File: src/rtl/svsa_pkg.sv
// ---------------------------------------------------------------------------
// svsa_pkg
// Widths, codes, bounds and the per-channel update rule of the sustained
// vital-sign alarm.
// ---------------------------------------------------------------------------
`timescale 1ns / 1ps

package svsa_pkg;

    // Field widths.
    localparam int STAMP_W = 32;
    localparam int ACT_W   = 3;
    localparam int VAL_W   = 12;
    localparam int BOUND_W = 8;
    localparam int COUNT_W = 8;
    localparam int STAT_W  = 2;
    localparam int CFG_IDX_W = 4;

    // Alert rule.
    localparam logic [COUNT_W-1:0] ALERT_COUNT   = 8'd10;
    localparam logic [COUNT_W-1:0] COUNT_MAX     = 8'd255;
    localparam logic [STAMP_W-1:0] SUSTAIN_LIMIT = 32'd30;

    // Fixed heart-rate bounds for any other activity.
    localparam logic [BOUND_W-1:0] OTHER_LOW  = 8'd0;
    localparam logic [BOUND_W-1:0] OTHER_HIGH = 8'd220;

    // Activity codes.
    localparam logic [ACT_W-1:0] ACT_WALKING  = 3'd0;
    localparam logic [ACT_W-1:0] ACT_SITTING  = 3'd1;
    localparam logic [ACT_W-1:0] ACT_STANDING = 3'd2;
    localparam logic [ACT_W-1:0] ACT_LYING    = 3'd3;

    // Status codes.
    localparam logic [STAT_W-1:0] STAT_NORMAL = 2'd0;
    localparam logic [STAT_W-1:0] STAT_LOW    = 2'd1;
    localparam logic [STAT_W-1:0] STAT_HIGH   = 2'd2;

    // Register indexes.
    localparam logic [CFG_IDX_W-1:0] REG_LYING_LOW    = 4'd0;
    localparam logic [CFG_IDX_W-1:0] REG_LYING_HIGH   = 4'd1;
    localparam logic [CFG_IDX_W-1:0] REG_SEATED_LOW   = 4'd2;
    localparam logic [CFG_IDX_W-1:0] REG_SEATED_HIGH  = 4'd3;
    localparam logic [CFG_IDX_W-1:0] REG_WALKING_LOW  = 4'd4;
    localparam logic [CFG_IDX_W-1:0] REG_WALKING_HIGH = 4'd5;
    localparam logic [CFG_IDX_W-1:0] REG_COLD         = 4'd6;
    localparam logic [CFG_IDX_W-1:0] REG_HOT          = 4'd7;

    // Register reset values.
    localparam logic [BOUND_W-1:0] RST_LYING_LOW    = 8'd48;
    localparam logic [BOUND_W-1:0] RST_LYING_HIGH   = 8'd128;
    localparam logic [BOUND_W-1:0] RST_SEATED_LOW   = 8'd90;
    localparam logic [BOUND_W-1:0] RST_SEATED_HIGH  = 8'd135;
    localparam logic [BOUND_W-1:0] RST_WALKING_LOW  = 8'd128;
    localparam logic [BOUND_W-1:0] RST_WALKING_HIGH = 8'd142;
    localparam logic [BOUND_W-1:0] RST_COLD         = 8'd10;
    localparam logic [BOUND_W-1:0] RST_HOT          = 8'd30;

    // State of one out-of-range channel.
    typedef struct packed {
        logic [COUNT_W-1:0] count;
        logic [STAMP_W-1:0] start;
    } chan_t;

    // Updated channel state and its alert flag.
    typedef struct packed {
        chan_t chan;
        logic  alert;
    } chan_upd_t;

    // Apply one breaking sample to a channel.
    function automatic chan_upd_t chan_hit(input chan_t cur, input logic [STAMP_W-1:0] stamp);
        chan_upd_t          res;
        logic [COUNT_W-1:0] cnt;
        logic [STAMP_W-1:0] elapsed;
        cnt     = (cur.count != COUNT_MAX) ? cur.count + 8'd1 : cur.count;
        elapsed = stamp - cur.start;
        res.chan.count = cnt;
        res.chan.start = cur.start;
        res.alert      = 1'b0;
        if (cnt == 8'd1)
        begin
            res.chan.start = stamp;
        end
        else if (cnt == ALERT_COUNT && elapsed <= SUSTAIN_LIMIT)
        begin
            res.alert = 1'b1;
        end
        else if (elapsed > SUSTAIN_LIMIT)
        begin
            res.chan.count = '0;
        end
        return res;
    endfunction

endpackage

File: src/rtl/sustained_vital_sign_alarm_top.sv
// ---------------------------------------------------------------------------
// sustained_vital_sign_alarm_top
// A record is registered in the input register, then its status in the
// result register, which holds it until the result side takes it.
// Throughput: one record per cycle unless the result side stalls, set by
// the single compare-and-update stage between the two registers.
// Reset: asynchronous, active low; clears all channel counts and start
// stamps, empties both stages and restores the bound registers.
// ---------------------------------------------------------------------------
`timescale 1ns / 1ps

module sustained_vital_sign_alarm_top (
    input  logic                                  clk,
    input  logic                                  rst_n,
    // Input record channel.
    input  logic                                  in_valid,
    output logic                                  in_stall,
    input  logic [svsa_pkg::STAMP_W-1:0]          stamp,
    input  logic [svsa_pkg::ACT_W-1:0]            activity_code,
    input  logic [svsa_pkg::VAL_W-1:0]            pulse_q4,
    input  logic signed [svsa_pkg::VAL_W-1:0]     temperature_q4,
    // Result channel.
    output logic                                  out_valid,
    input  logic                                  out_stall,
    output logic [svsa_pkg::STAT_W-1:0]           pulse_status,
    output logic [svsa_pkg::STAT_W-1:0]           temperature_status,
    // Configuration write port.
    input  logic                                  cfg_we,
    input  logic [svsa_pkg::CFG_IDX_W-1:0]        cfg_index,
    input  logic [svsa_pkg::BOUND_W-1:0]          cfg_data
);
    import svsa_pkg::*;

    // Bound registers.
    logic [BOUND_W-1:0] lying_low_reg, lying_high_reg;
    logic [BOUND_W-1:0] seated_low_reg, seated_high_reg;
    logic [BOUND_W-1:0] walking_low_reg, walking_high_reg;
    logic [BOUND_W-1:0] cold_reg, hot_reg;

    // Input stage.
    logic                      s1_valid_reg;
    logic [STAMP_W-1:0]        stamp_reg;
    logic [ACT_W-1:0]          act_reg;
    logic [VAL_W-1:0]          pulse_reg;
    logic signed [VAL_W-1:0]   temp_reg;

    // Channel state.
    chan_t low_pulse_reg, high_pulse_reg, cold_ch_reg, hot_ch_reg;
    chan_t low_pulse_next, high_pulse_next, cold_ch_next, hot_ch_next;

    // Result stage.
    logic                out_valid_reg;
    logic [STAT_W-1:0]   pstat_reg, tstat_reg;
    logic [STAT_W-1:0]   pstat_next, tstat_next;

    // Handshake.
    logic out_free;
    logic advance;
    logic in_xfer;

    // Compare-and-update signals.
    logic [BOUND_W-1:0]        lo_bound, hi_bound;
    logic [VAL_W-1:0]          lo_q4, hi_q4;
    logic signed [VAL_W-1:0]   cold_q4, hot_q4;
    chan_upd_t                 low_pulse_upd, high_pulse_upd, cold_upd, hot_upd;

    assign out_free = !out_valid_reg || !out_stall;
    assign advance  = s1_valid_reg && out_free;
    assign in_stall = s1_valid_reg && !out_free;
    assign in_xfer  = in_valid && !in_stall;

    assign out_valid          = out_valid_reg;
    assign pulse_status       = pstat_reg;
    assign temperature_status = tstat_reg;

    // Heart-rate bounds chosen by the activity.
    always_comb
    begin
        case (act_reg)
            ACT_WALKING:
            begin
                lo_bound = walking_low_reg;
                hi_bound = walking_high_reg;
            end
            ACT_SITTING, ACT_STANDING:
            begin
                lo_bound = seated_low_reg;
                hi_bound = seated_high_reg;
            end
            ACT_LYING:
            begin
                lo_bound = lying_low_reg;
                hi_bound = lying_high_reg;
            end
            default:
            begin
                lo_bound = OTHER_LOW;
                hi_bound = OTHER_HIGH;
            end
        endcase
    end

    // Whole-unit bounds scaled to the four-fraction-bit sample format.
    assign lo_q4   = {lo_bound, 4'b0000};
    assign hi_q4   = {hi_bound, 4'b0000};
    assign cold_q4 = $signed({cold_reg, 4'b0000});
    assign hot_q4  = $signed({hot_reg, 4'b0000});

    assign low_pulse_upd  = chan_hit(low_pulse_reg, stamp_reg);
    assign high_pulse_upd = chan_hit(high_pulse_reg, stamp_reg);
    assign cold_upd       = chan_hit(cold_ch_reg, stamp_reg);
    assign hot_upd        = chan_hit(hot_ch_reg, stamp_reg);

    // Heart-rate channels: the low bound takes priority when both break.
    always_comb
    begin
        low_pulse_next  = low_pulse_reg;
        high_pulse_next = high_pulse_reg;
        pstat_next      = STAT_NORMAL;
        if (pulse_reg < lo_q4)
        begin
            low_pulse_next = low_pulse_upd.chan;
            if (low_pulse_upd.alert)
            begin
                pstat_next = STAT_LOW;
            end
        end
        else if (pulse_reg > hi_q4)
        begin
            high_pulse_next = high_pulse_upd.chan;
            if (high_pulse_upd.alert)
            begin
                pstat_next = STAT_HIGH;
            end
        end
    end

    // Temperature channels: the cold bound takes priority when both break.
    always_comb
    begin
        cold_ch_next = cold_ch_reg;
        hot_ch_next  = hot_ch_reg;
        tstat_next   = STAT_NORMAL;
        if (temp_reg < cold_q4)
        begin
            cold_ch_next = cold_upd.chan;
            if (cold_upd.alert)
            begin
                tstat_next = STAT_LOW;
            end
        end
        else if (temp_reg > hot_q4)
        begin
            hot_ch_next = hot_upd.chan;
            if (hot_upd.alert)
            begin
                tstat_next = STAT_HIGH;
            end
        end
    end

    // Configuration writes; unknown indexes are ignored.
    always_ff @(posedge clk or negedge rst_n)
    begin
        if (!rst_n)
        begin
            lying_low_reg    <= RST_LYING_LOW;
            lying_high_reg   <= RST_LYING_HIGH;
            seated_low_reg   <= RST_SEATED_LOW;
            seated_high_reg  <= RST_SEATED_HIGH;
            walking_low_reg  <= RST_WALKING_LOW;
            walking_high_reg <= RST_WALKING_HIGH;
            cold_reg         <= RST_COLD;
            hot_reg          <= RST_HOT;
        end
        else if (cfg_we)
        begin
            case (cfg_index)
                REG_LYING_LOW:    lying_low_reg    <= cfg_data;
                REG_LYING_HIGH:   lying_high_reg   <= cfg_data;
                REG_SEATED_LOW:   seated_low_reg   <= cfg_data;
                REG_SEATED_HIGH:  seated_high_reg  <= cfg_data;
                REG_WALKING_LOW:  walking_low_reg  <= cfg_data;
                REG_WALKING_HIGH: walking_high_reg <= cfg_data;
                REG_COLD:         cold_reg         <= cfg_data;
                REG_HOT:          hot_reg          <= cfg_data;
                default:          ;
            endcase
        end
    end

    // Input stage valid flag.
    always_ff @(posedge clk or negedge rst_n)
    begin
        if (!rst_n)
        begin
            s1_valid_reg <= 1'b0;
        end
        else if (in_xfer)
        begin
            s1_valid_reg <= 1'b1;
        end
        else if (advance)
        begin
            s1_valid_reg <= 1'b0;
        end
    end

    // Input stage payload.
    always_ff @(posedge clk)
    begin
        if (in_xfer)
        begin
            stamp_reg <= stamp;
            act_reg   <= activity_code;
            pulse_reg <= pulse_q4;
            temp_reg  <= temperature_q4;
        end
    end

    // Channel state update, once per record leaving the input stage.
    always_ff @(posedge clk or negedge rst_n)
    begin
        if (!rst_n)
        begin
            low_pulse_reg  <= '0;
            high_pulse_reg <= '0;
            cold_ch_reg    <= '0;
            hot_ch_reg     <= '0;
        end
        else if (advance)
        begin
            low_pulse_reg  <= low_pulse_next;
            high_pulse_reg <= high_pulse_next;
            cold_ch_reg    <= cold_ch_next;
            hot_ch_reg     <= hot_ch_next;
        end
    end

    // Result stage valid flag.
    always_ff @(posedge clk or negedge rst_n)
    begin
        if (!rst_n)
        begin
            out_valid_reg <= 1'b0;
        end
        else if (out_free)
        begin
            out_valid_reg <= s1_valid_reg;
        end
    end

    // Result stage payload.
    always_ff @(posedge clk)
    begin
        if (advance)
        begin
            pstat_reg <= pstat_next;
            tstat_reg <= tstat_next;
        end
    end

endmodule

File: config.mk
export PLATFORM = sky130hd
export DESIGN_NAME = sustained_vital_sign_alarm_top
export DESIGN_NICKNAME = d
export VERILOG_FILES = /design/src/rtl/svsa_pkg.sv /design/src/rtl/sustained_vital_sign_alarm_top.sv
export SDC_FILE = /design/constraint.sdc
export NUM_CORES = 1
export LEC_CHECK = 0
export BUFFER_PORTS_ARGS = -buffer_cell sky130_fd_sc_hd__buf_2
export CAP_MARGIN = 20
export CORE_MARGIN = 8
export CORE_UTILIZATION = 69
export CTS_CLUSTER_DIAMETER = 200
export DETAILED_ROUTE_END_ITERATION = 12
export PLACE_DENSITY = 0.88
export SLEW_MARGIN = 20
export SYNTH_ARGS = -nofsm -noshare
export SYNTH_HDL_FRONTEND = slang
export SYNTH_SLANG_ARGS = --single-unit
File: constraint.sdc
create_clock -name clk -period 6 [get_ports clk]
set_input_delay 1.5 -clock clk [delete_from_list [all_inputs] [get_ports clk]]
set_output_delay 1.5 -clock clk [all_outputs]
set_load 0.03 [all_outputs]
[Word-level counts from Yosys, hierarchy flattened]
Cells that the tools add are included.
Cells by class
  add/subtract/negate cells: 8
  multipliers: 0
  div/mod/pow operators: 0
  magnitude comparators: 12
  eq/ne operators: 22
  shift operators: 0
  muxes and demuxes: 36
  bitwise gates (word level): 2
  reductions and logical operators: 32
Operators by type and width (count)
  $gt A32 B5 Y1 const B: 4
  $le A32 B5 Y1 const B: 4
  $mux W8: 16
  $sub A32 B32 Y32: 4
  $pmux W8 S3: 2
  $add A8 B1 Y8 const B: 4
  $eq A8 B1 Y1 const B: 4
  $eq A8 B4 Y1 const B: 4
  $ne A8 B8 Y1 const B: 4
  $gt A12 B12 Y1: 2
  $lt A12 B12 Y1: 2
  $reduce_and A2 Y1: 10
  $eq A4 B3 Y1 const B: 4
  $mux W1: 12
  $mux W2: 6
  $reduce_and A3 Y1: 4
  $eq A4 B2 Y1 const B: 2
  $reduce_and A4 Y1: 2
  $logic_and A1 B1 Y1: 7
  $eq A3 B2 Y1 const B: 2
  $eq A4 B1 Y1 const B: 1
  $logic_not A1 Y1: 4
  $logic_not A4 Y1: 1
  $eq A3 B1 Y1 const B: 1
  other kinds (5): 6
Word-level totals
  flip-flop bits (word level): 289
  latch bits: 0
  memory bits (writable): 0
  ROM bits: 0
  bits of input ports: 76
  output and inout bits: 6
  word-level logic and storage cells: 136
  memories kept: 0

[Longest topological paths before layout]
  word-level depth: 9
  depth in mapped cells: 18
  gate-level depth less buffers: 15

[Worst setup path before layout]
Ideal clock, no wire load.
  kind: reg2reg
  start: register stamp_reg[1]
  end: register tstat_reg[1] (netlist: temperature_status[1]), data pin
  library setup time: 0.135 ns
  arrival: 3.916 ns
  data required time: 5.865 ns
  slack: 1.949 ns
  cell stages (with the launch flop): 13
  path buffers: 0
  clock period less this slack: 4.051 ns
  path through: edfxtp_1 -> inv_1 -> fa_1 -> nand2b_1 -> a211oi_1 -> o211ai_1 -> a2111o_1 -> and2_1 -> nand2_1 -> mux2_2 -> or4_1 -> nor4_4 -> and4b_1
Between the ends
  cells in the longest elaborated chain, start to end: 8
Ends and longest elaborated chain
  start: declaration: RTL line sustained_vital_sign_alarm_top.sv:42  | logic [STAMP_W-1:0] stamp_reg;
  start signal: assignment: RTL line sustained_vital_sign_alarm_top.sv:214  | stamp_reg <= stamp;
  $sub A32 B32 Y32: RTL line svsa_pkg.sv:77  | elapsed = stamp - cur.start;
  $le A32 B5 Y1: RTL line svsa_pkg.sv:85  | else if (cnt == ALERT_COUNT && elapsed <= SUSTAIN_LIMIT)
  $logic_and A1 B1 Y1: RTL line svsa_pkg.sv:85
  $mux W1: RTL line svsa_pkg.sv:85
  $mux W1: RTL line svsa_pkg.sv:81  | if (cnt == 8'd1)
  $mux W2: RTL line sustained_vital_sign_alarm_top.sv:155  | if (hot_upd.alert)
  $mux W2: RTL line sustained_vital_sign_alarm_top.sv:152  | else if (temp_reg > hot_q4)
  $mux W2: RTL line sustained_vital_sign_alarm_top.sv:144  | if (temp_reg < cold_q4)
  end signal: assignment: RTL line sustained_vital_sign_alarm_top.sv:259  | tstat_reg <= tstat_next;
  end: declaration: RTL line sustained_vital_sign_alarm_top.sv:53  | logic [STAT_W-1:0] pstat_reg, tstat_reg;
Every way passes these cells.
A chain may end at the register's enable or synchronous reset.

[Final worst setup path]
  start: register stamp_reg[1]
  end: register hot_ch_reg[38] (netlist bit)
Between the ends
  cells in the longest elaborated chain, start to end: 5
  elaborated cells on any way between the ends: 7
  those cells by class: 1 x add/sub; 2 x order compare; 3 x mux; 1 x reduce/logical
Ends and longest elaborated chain
  $sub A32 B32 Y32 *: RTL line svsa_pkg.sv:77
  $gt A32 B5 Y1 or $le A32 B5 Y1 (tied branches): RTL line svsa_pkg.sv:89, svsa_pkg.sv:85
  $mux W8 or $logic_and A1 B1 Y1 (tied branches): RTL line svsa_pkg.sv:89, svsa_pkg.sv:85
  $mux W8 *: RTL line svsa_pkg.sv:85
  $mux W8 *: RTL line svsa_pkg.sv:81
  end signal: assignment: RTL line sustained_vital_sign_alarm_top.sv:236  | hot_ch_reg <= hot_ch_next;
  end: declaration: RTL line sustained_vital_sign_alarm_top.sv:48  | chan_t low_pulse_reg, high_pulse_reg, cold_ch_reg, hot_ch_reg;
Mark *: on every way between the ends. The rest lies on a longest branch, timed or not.

==> flow_metrics.env <==
export IMPL_status="finished, final reports clean"
export IMPL_synth_yosys_warnings=0
export IMPL_final_cell_area_mm2=0.0235
export IMPL_max_freq_mhz=203
export IMPL_timing_critical_path_from_type="register"
export IMPL_final_nets=2666
export IMPL_grt_setup_unrepaired="no"
export IMPL_fin_skew_ns=0.0276
export IMPL_crit_path_max_fanout=10
export IMPL_route_detailed_vias_per_inst=6.67
export IMPL_synthToLayoutAreaGrowth_pct=8.55
export IMPL_clk_transition_reported_paths_ns=0.06
export IMPL_grt_start_max_net_pins=117
export IMPL_post_synth_cell_area_avg_um2=9.13
export IMPL_tritoncts_num_sinks=289
export IMPL_postSynthCellCount=2375
export IMPL_synth_cell_type_count=90
export IMPL_cts_root_buf="clkbuf_16"
export IMPL_timing_final_crit_period_ns=4.94
export IMPL_synth_top_cells_by_count="204 x dfrtp_1, 185 x inv_1, 177 x mux2_2"
export IMPL_worst_setup_path_end_kind="register"
export IMPL_max_cap_violations=0
export IMPL_synth_seq_cells=289
export IMPL_required_ns=6.44
export IMPL_grt_ovfl_total=0
export IMPL_post_cts_hold_buffer_count=0
export IMPL_placed_cell_area_mm2=0.0224
export IMPL_leak_pwr_nw=10.4
export IMPL_maximum_buffer_depth_of_the_clock_tree=3
export IMPL_htree_num_levels=2
export IMPL_antenna_found_initial=1
export IMPL_post_route_drc_count=0
export IMPL_slew_headroom_pct=29.7
export IMPL_rows=65
export IMPL_top_level_ports=82
export IMPL_multi_input_comb_area_mm2=0.0131
export IMPL_holdCritPathClass="reg -> reg"
export IMPL_initial_utilization_pct=69.5
export IMPL_worst_ir_drop_vdd_uv=297
export IMPL_post_synth_instance_area_mm2=0.0217
export IMPL_cts_inserted_buffers=34
export IMPL_detailedPlacementHpwl_um=42700
export IMPL_synth_enable_flop_cells=63
export IMPL_cts_post_setup_buffers_inserted=0
export IMPL_drt_iter0_drc=1685
export IMPL_fillCellCount=2201
export IMPL_yosysTopAreaCellShare_pct=23.5
export IMPL_die_width_um=193
export IMPL_post_synth_top_area_cell="dfrtp_1"
export IMPL_setup_worst_path_class="reg -> reg"
export IMPL_hold_viol=0
export IMPL_tritoncts_clock_tree="done"
export IMPL_clock_latency_ns=0.54
export IMPL_post_synth_top_count_cell="dfrtp_1"
export IMPL_aggregate_routed_wire_length_um=59400
export IMPL_setup_violations_final=0
export IMPL_synth_seq_area_share_pct=34.9
export IMPL_finalWeightedCongestion=0.949
export IMPL_placeableCoreArea_mm2=0.0312
export IMPL_first_global_vias=18600
export IMPL_grt_pass1_wl_um=95000
export IMPL_fraction_of_the_cycle_the_final_worst_path_needs_pct=82.3
export IMPL_avgRoutedWirePerCell_um=20.9
export IMPL_cts_repair_resized=0
export IMPL_detailroute_via_count=19000
export IMPL_diodes=0
export IMPL_async_reset_ff_share_pct=78.2
export IMPL_crit_arrival_ns=5.38
export IMPL_length_of_the_first_detailed_routing_pass_in_iterations=6
export IMPL_chipHeight_um=193
export IMPL_die_area_mm2=0.0374
export IMPL_ys_top_cells_by_area="dfrtp_1 24%, ha_1 9.6%, mux2_2 9.2%"
export IMPL_sequential_cell_area_mm2=0.00757
export IMPL_timing_max_transition_violations_final=0
export IMPL_yosys_most_used_dff="dfrtp_1"
export IMPL_synth_nets=2621
export IMPL_track_usage_pct=30.6
export IMPL_place_port_buffers=81
export IMPL_pwr_density_cell_mw_per_mm2=503
export IMPL_post_route_ant_nets=0
export IMPL_timing_setup_tns_ns=0
export IMPL_layout_drive_gt1_share_pct=15.9
export IMPL_worst_slew_pin_slew_ns=1.05
final timing paths:
kind / from / to / slack (ns) / cells after the start
worst max-delay path: stamp_reg[1]$_DFFE_PP_ / hot_ch_reg[38]$_DFFE_PN0P_ / 1.06 / 13
worst min-delay path: walking_high_reg[4]$_DFFE_PN0P_ / walking_high_reg[4]$_DFFE_PN0P_ / 0.50 / 1
worst max register to register: stamp_reg[1]$_DFFE_PP_ / hot_ch_reg[38]$_DFFE_PN0P_ / 1.06 / 13
worst min register to register: walking_high_reg[4]$_DFFE_PN0P_ / walking_high_reg[4]$_DFFE_PN0P_ / 0.50 / 1
max in group asynchronous: rst_n / cold_ch_reg[7]$_DFFE_PN0P_ / 3.88 / 2
min in group asynchronous: rst_n / hot_ch_reg[20]$_DFFE_PN0P_ / 0.99 / 1
power breakdown:
| part | switching, mW | internal (mW) |
|---|---|---|
| Sequential | 0.393 | 2.64 |
| Combinational | 3.94 | 2.78 |
| Clock | 0.861 | 1.22 |
cell usage in the layout (no fill, tap or decap), types with 16 or more instances in the layout:
cell type,count
nor2_1,155
nor4_1,31
o21a_1,25
mux2i_1,36
and3_1,31
xnor2_1,29
nor3_1,63
nor2b_1,39
a31oi_1,24
mux2_2,177
nand3_1,57
dfrtp_1,204
and2_1,16
edfxtp_1,63
ha_1,166
buf_2,80
clkbuf_16,34
nand2b_1,47
xor2_1,25
a21o_1,54
inv_1,185
a21oi_1,167
o211ai_1,19
dfstp_2,22
nand2_1,164
o21ai_0,118
nand4_1,41
a211oi_1,42
per-layer routing:
layer  share of wire, %  GRT usage (%)  vias up
met1                 42           40.7     9182
met5              0.022              0        -
met3                8.0           5.03      151
li1                   -              -     8885
met2                 45           48.9      785
met4                4.6           13.8        2
metrics by stage:
stage               utilization (%)  hold WS, ns  cells  setup slack [ns]  total power, mW
global route                   75.4        0.504   2848             0.797             12.7
global placement               71.7        0.467   2785              1.29             9.33
finish                         75.4        0.498   2848              1.06             11.8
floorplan                         -        0.454   2375              1.95             8.05
detailed placement             71.7        0.480   2785              1.16             9.55
CTS                            75.3        0.501   2847              1.11             11.7
layout make-up:
cell class	count	share of cell area, %
Tap cell	402	2.14
Clock inverter	15	0.877
Inverter	185	2.95
Sequential cell	289	32.2
Clock buffer	47	3.91
Multi-Input combinational cell	1814	55.6
Timing Repair Buffer	96	2.33
critical path: stages (launching register included):
cell	delay [ns]
edfxtp_1	0.46
inv_1	0.24
fa_1	0.50
nand2b_1	0.18
a211oi_1	0.42
o211ai_1	0.28
a2111o_1	0.45
and2_1	0.21
nand2_1	0.10
mux2_2	0.33
or4_1	0.57
nor4_4	0.68
o21ai_0	0.22
a21oi_1	0.19
cells by family (layout without fill, tap and decap cells):
group	count (synthesis)	in the layout	synth area share, %
DFF	289	289	34.9
AOI/OAI and AO/OA	623	623	19.2
xor gates and xnor gates	54	54	2.18
buffers and inverters	272	343	4.74
adders and majority gates	170	170	9.94
and+or+nand+nor	754	754	18.2
muxes	213	213	10.9
(Power assumes the default switching activity.)
